[config.mk]
export PLATFORM = sky130hd
export DESIGN_NAME = fwb_ctrl
export DESIGN_NICKNAME = d
export VERILOG_FILES = /design/src/rtl/fwb_pkg.sv /design/src/rtl/fwb_ctrl.sv
export SDC_FILE = /design/constraint.sdc
export NUM_CORES = 1
export LEC_CHECK = 0
export BUFFER_PORTS_ARGS = -buffer_cell sky130_fd_sc_hd__buf_2
export CORE_ASPECT_RATIO = 1.5
export CORE_MARGIN = 1.5
export CORE_UTILIZATION = 37
export CTS_CLUSTER_SIZE = 8
export DETAILED_ROUTE_END_ITERATION = 12
export MAX_ROUTING_LAYER = met4
export PLACE_DENSITY_LB_ADDON = 0.25
export SYNTH_ARGS = -nofsm -noshare
export SYNTH_HDL_FRONTEND = slang
export SYNTH_SLANG_ARGS = --single-unit
[constraint.sdc]
create_clock -name clk -period 3.65 [get_ports clk]
set_input_delay 0 -clock clk [delete_from_list [all_inputs] [get_ports clk]]
set_output_delay 0 -clock clk [all_outputs]
set_load 0.05 [all_outputs]
[src/rtl/fwb_pkg.sv]
package fwb_pkg;

	localparam int MAX_TAPS  = 4096;
	localparam int ADDR_W    = $clog2(MAX_TAPS);
	localparam int TAPS_W    = $clog2(MAX_TAPS + 1);
	localparam int TAP_CNT_W = 13;
	localparam int IDX_W     = 12;
	localparam int SAMPLE_W  = 24;
	localparam int COEF_W    = 18;
	localparam int FRAC_W    = 17;
	localparam int PROD_W    = SAMPLE_W + COEF_W;
	localparam int ACC_W     = PROD_W + ADDR_W;
	localparam int Q_W       = ACC_W - FRAC_W;

	localparam logic CMD_SAMPLE = 1'b0;
	localparam logic CMD_LOAD   = 1'b1;

	typedef struct packed {
		logic              dl_wr;
		logic [ADDR_W-1:0] wr_slot;
		logic              cf_wr;
		logic              rd_en;
		logic [ADDR_W-1:0] rd_slot;
		logic [ADDR_W-1:0] rd_tap;
		logic              acc_clr;
		logic              res_ld;
		logic              res_warm;
	} fwb_cmd_t;

	typedef struct packed {
		logic pipe_busy;
	} fwb_sts_t;

endpackage

[src/rtl/fwb_ctrl.sv]
module fwb_ctrl (
	input  logic                         clk,
	input  logic                         arst_n,
	input  logic                         in_valid,
	output logic                         in_stall,
	input  logic                         cmd,
	input  logic                         first_of_series,
	output logic                         out_valid,
	input  logic                         out_stall,
	input  logic                         cfg_wr_en,
	input  logic [fwb_pkg::TAP_CNT_W-1:0] cfg_wr_data,
	output fwb_pkg::fwb_cmd_t            dp_cmd,
	input  fwb_pkg::fwb_sts_t            dp_sts
);
	import fwb_pkg::*;

	typedef enum logic [3:0] {
		S_IDLE  = 4'b0001,
		S_RUN   = 4'b0010,
		S_DRAIN = 4'b0100,
		S_DONE  = 4'b1000
	} fwb_state_t;

	fwb_state_t            state_q;
	fwb_state_t            state_d;
	logic [TAP_CNT_W-1:0]  tap_count_q;
	logic [ADDR_W-1:0]     wp_q;
	logic [TAPS_W-1:0]     seen_q;
	logic [ADDR_W-1:0]     slot_q;
	logic [ADDR_W-1:0]     tap_q;
	logic [ADDR_W-1:0]     tap_last_q;
	logic                  warm_q;
	logic                  out_valid_q;

	logic                  accept;
	logic                  smp_acc;
	logic [TAPS_W-1:0]     taps_eff;
	logic [TAPS_W-1:0]     seen_base;
	logic [TAPS_W-1:0]     seen_new;
	logic                  warm;
	logic                  out_free;

	assign accept   = in_valid && !in_stall;
	assign smp_acc  = accept && (cmd == CMD_SAMPLE);
	assign in_stall = (state_q != S_IDLE);
	assign out_free = !out_valid_q || !out_stall;
	assign out_valid = out_valid_q;

	always_comb begin
		if (tap_count_q == '0) begin
			taps_eff = TAPS_W'(1);
		end else if (32'(tap_count_q) > 32'(MAX_TAPS)) begin
			taps_eff = TAPS_W'(MAX_TAPS);
		end else begin
			taps_eff = TAPS_W'(tap_count_q);
		end
		seen_base = first_of_series ? '0 : seen_q;
		seen_new  = (seen_base < TAPS_W'(MAX_TAPS)) ? seen_base + 1'b1 : seen_base;
		warm      = (seen_new < taps_eff);
	end

	always_comb begin
		state_d          = state_q;
		dp_cmd           = '0;
		dp_cmd.wr_slot   = wp_q;
		dp_cmd.rd_slot   = slot_q;
		dp_cmd.rd_tap    = tap_q;
		dp_cmd.res_warm  = warm_q;
		case (state_q)
			S_IDLE: begin
				dp_cmd.cf_wr = accept && (cmd == CMD_LOAD);
				if (smp_acc) begin
					dp_cmd.dl_wr   = 1'b1;
					dp_cmd.acc_clr = 1'b1;
					state_d        = warm ? S_DONE : S_RUN;
				end
			end
			S_RUN: begin
				dp_cmd.rd_en = 1'b1;
				if (tap_q == tap_last_q) begin
					state_d = S_DRAIN;
				end
			end
			S_DRAIN: begin
				if (!dp_sts.pipe_busy) begin
					state_d = S_DONE;
				end
			end
			S_DONE: begin
				if (out_free) begin
					dp_cmd.res_ld = 1'b1;
					state_d       = S_IDLE;
				end
			end
			default: begin
				state_d = S_IDLE;
			end
		endcase
	end

	always_ff @(posedge clk or negedge arst_n) begin
		if (!arst_n) begin
			state_q     <= S_IDLE;
			tap_count_q <= TAP_CNT_W'(1);
			wp_q        <= '0;
			seen_q      <= '0;
			slot_q      <= '0;
			tap_q       <= '0;
			tap_last_q  <= '0;
			warm_q      <= 1'b0;
			out_valid_q <= 1'b0;
		end else begin
			state_q <= state_d;
			if (cfg_wr_en) begin
				tap_count_q <= cfg_wr_data;
			end
			if (smp_acc) begin
				seen_q     <= seen_new;
				wp_q       <= (wp_q == ADDR_W'(MAX_TAPS - 1)) ? '0 : wp_q + 1'b1;
				slot_q     <= wp_q;
				tap_q      <= '0;
				tap_last_q <= ADDR_W'(taps_eff - 1'b1);
				warm_q     <= warm;
			end else if (dp_cmd.rd_en) begin
				slot_q <= (slot_q == '0) ? ADDR_W'(MAX_TAPS - 1) : slot_q - 1'b1;
				tap_q  <= tap_q + 1'b1;
			end
			if (dp_cmd.res_ld) begin
				out_valid_q <= 1'b1;
			end else if (!out_stall) begin
				out_valid_q <= 1'b0;
			end
		end
	end

endmodule

==> flow_summary.toml <==
[synth]
yosysWarnings = 0
yosys.area.top_type = "dfrtp_1"
synthesis.area_um2 = 4733
syn_area_per_cell_um2 = 8.931
synth_edf_count = 0
ys.flop_type = "dfrtp_1"
async_flop_share_pct = 100.0
synth_seq_cells = 80
synth_top_area_share_pct = 41.24
synthTopCellsByArea = "dfrtp_1 (41%), nand2_1 (5.7%), nor2_1 (5.2%)"
syn_nets = 569
ys_seq_area_share_pct = 42.35
syn_inst = 530
yosys.cell_types.count = 58

[route]
routed_via_density = 5.398
first_pass_iters = 4
wl_per_cell_um = 15.82
drcViolationCount = 0
ant_nets = 0
route.vias.total = 4081
wl_mm = 11.96
drt-initial-drc-count = 164

[setup_path]
cp_slowest_stage_delay_ns = 0.39
endpoint_kind = "flop"
cp_num_buf_inv = 0
crit_slowest_cell = "dfrtp_1"
crit_required_ns = 3.83
timing_worst_setup_path_type = "reg2reg"
r2r-end = "state_q[1]$_DFFE_PN0P_"
start_kind = "flop"
worstPathArrival_ns = 2.90
rr_startpoint = "seen_q[1]$_DFFE_PN0P_"
rrSetupSlack_ns = 0.94
critPathTopFamily = "simple AND/OR/NAND/NOR gates"
worstPathMaxFanout = 5
cp_cell_sequence = "nor2b_1, ha_1, nor2b_1, nand3_1, xor2_1, nor2_1, ha_1, a21oi_1, o2111ai_1, o211ai_1, and3_1, o22ai_1"
reg2regPathDepth = 12

[placement]
io_buffers = 64
hpwl_mm = 8.594
placed_area_um2 = 5147
gp_congestion = 0.9023

[hold_path]
min_path_type = "in2reg"
whs_path_depth = 3
min_to = "tap_count_q[12]$_DFFE_PN0P_"
hold_start = "cfg_wr_en"

[clock_tree]
cts_buffer_depth = 2
root_buffer = "clkbuf_16"
htreeDepth = 3
cts_setup_buffers = 0
clkSlewWorstSetupHoldPaths_ns = 0.06
cts_sinks = 80
cts_tree = "done"
clk-insertion-delay-late_ns = 0.34
ctsResizeCount = 0
cts_buffers = 9

[global_route]
grt_max_degree = 81
antenna_found_initial = 0
grt_pass1_vias = 4021
grt_usage_pct = 19.17
grt_pass1_wl_mm = 19.70
gr-total-overflow = 0

[timing]
clock_skew_ns = 0.008937
rsz0062_at_grt = "no"
setup_viol = 0
tightest_slew_ns = 1.017
max_freq_mhz = 368.6
finalCritPeriodShare_pct = 74.32
whs_ns = 0.06879
drv_slew = 0
hold_viol_final = 0
layout_min_cycle_time_ns = 2.713
setup_tns_ns = 0
slew_headroom_pct = 32.20

[pwr]
p_leak_uw = 0.002559
powerDensity_nw_per_um2 = 605.8
ir_worst_vdd_mv = 0.2256

[floorplanning]
die_w_um = 95.35
rows = 50
die_y_um = 141.5
initial_core_util_pct = 37.83
dieArea_um2 = 13490
core-area_um2 = 12510
ios = 65

[final_layout]
design_area_um2 = 5622
drive_gt1_share_pct = 17.67
fin_nets = 634
fin_util_pct = 44.93
diodes = 0
final_cell_mix = "dfrtp_1 (78), nand2_1 (72), nor2_1 (66)"
layout_commonest_cell = "dfrtp_1"
syn2layout_area_growth_pct = 18.77

[job]
maxCapViolations = 0

[run_status]
status = "complete, no violations"
## how the worst max path moves through the flow
stage | from | cells after the start | end
2_1_floorplan | state_q[0]$_DFFE_PN1P_ | 7 | dp_cmd[41]
3_3_place_gp | seen_q[0]$_DFFE_PN0P_ | 12 | state_q[1]$_DFFE_PN0P_
3_5_place_dp | seen_q[0]$_DFFE_PN0P_ | 12 | state_q[1]$_DFFE_PN0P_
4_1_cts | seen_q[0]$_DFFE_PN0P_ | 12 | state_q[1]$_DFFE_PN0P_
5_1_grt | seen_q[0]$_DFFE_PN0P_ | 12 | state_q[1]$_DFFE_PN0P_
6_report | seen_q[1]$_DFFE_PN0P_ | 12 | state_q[1]$_DFFE_PN0P_
## state kept, by name, indices dropped and copies added, names as in the netlist
name / count
seen_q: 13
tap_count_q: 13
slot_q: 12
tap_last_q: 12
tap_q: 12
wp_q: 12
state_q: 4
out_valid: 1
warm_q: 1
## per-layer routing
metal  track usage, %  up-vias  wire length, um
li1                 -     2023                -
met1            21.89     1953             4983
met2            33.74       88             6405
met3            2.465       17              376
met4            6.677        0              193
met5                -        -                0
## repair_timing
| item | CTS | global route |
|---|---|---|
| setup endpoints to repair | 0 | 0 |
| hold endpoints to repair | 93 | 0 |
| hold buffers | 16 | 0 |
## worst register-to-register path: stages (launching register included)
cell,delay [ns]
dfrtp_1,0.39
nor2b_1,0.15
ha_1,0.18
nor2b_1,0.30
nand3_1,0.13
xor2_1,0.19
nor2_1,0.07
ha_1,0.32
a21oi_1,0.21
o2111ai_1,0.14
o211ai_1,0.20
and3_1,0.19
o22ai_1,0.08
## layout make-up
class,instances,area [um^2]
Clock buffer,10,229.0
Sequential cell,80,2004
Timing Repair Buffer,83,505.5
Tap cell,156,195.2
Fill cell,1252,6890
Clock inverter,6,85.08
Inverter,10,37.54
Multi-Input combinational cell,411,2565
## power breakdown
| part | switching [uW] | leakage (uW) | internal, uW |
|---|---|---|---|
| logic | 745 | 0.00139 | 385 |
| registers | 234 | 0.00102 | 1070 |
| clock network | 371 | 0.000148 | 597 |
## Yosys cell counts, drive strengths merged (4+ instances only)
cell type  instances
buf               10
or4                7
dfrtp             78
mux2              13
a21o               5
o41ai              4
or3                7
nand3             16
o31ai             13
a31oi              4
nor2b              5
a21oi             21
nand2b             4
inv                9
nand2             72
nor2              66
xnor2             21
nand4             16
ha                18
clkbuf            19
nor3              15
mux2i              5
xor2              22
o21ai             31
## cell families (layout without fill, tap and decap cells)
kind of cell | count (synthesis) | count (layout) | synth area share (%)
xor gates and xnor gates | 43 | 43 | 7.957
buffers and inverters | 39 | 109 | 3.463
adders and majority gates | 18 | 18 | 4.758
DFF | 80 | 80 | 42.35
AOI/OAI and AO/OA | 101 | 101 | 13.85
and+or+nand+nor | 231 | 231 | 23.47
muxes | 18 | 18 | 4.150
## through the flow
stage,power [uW],cells,setup slack (ns)
6_report,3405,756,0.9372
5_1_grt,3620,756,0.6444
4_1_cts,3440,756,0.9449
3_5_place_dp,2448,724,0.9528
3_3_place_gp,2411,724,1.064
2_1_floorplan,2151,530,1.212
No activity file was read; power rests on OpenSTA's default activity.
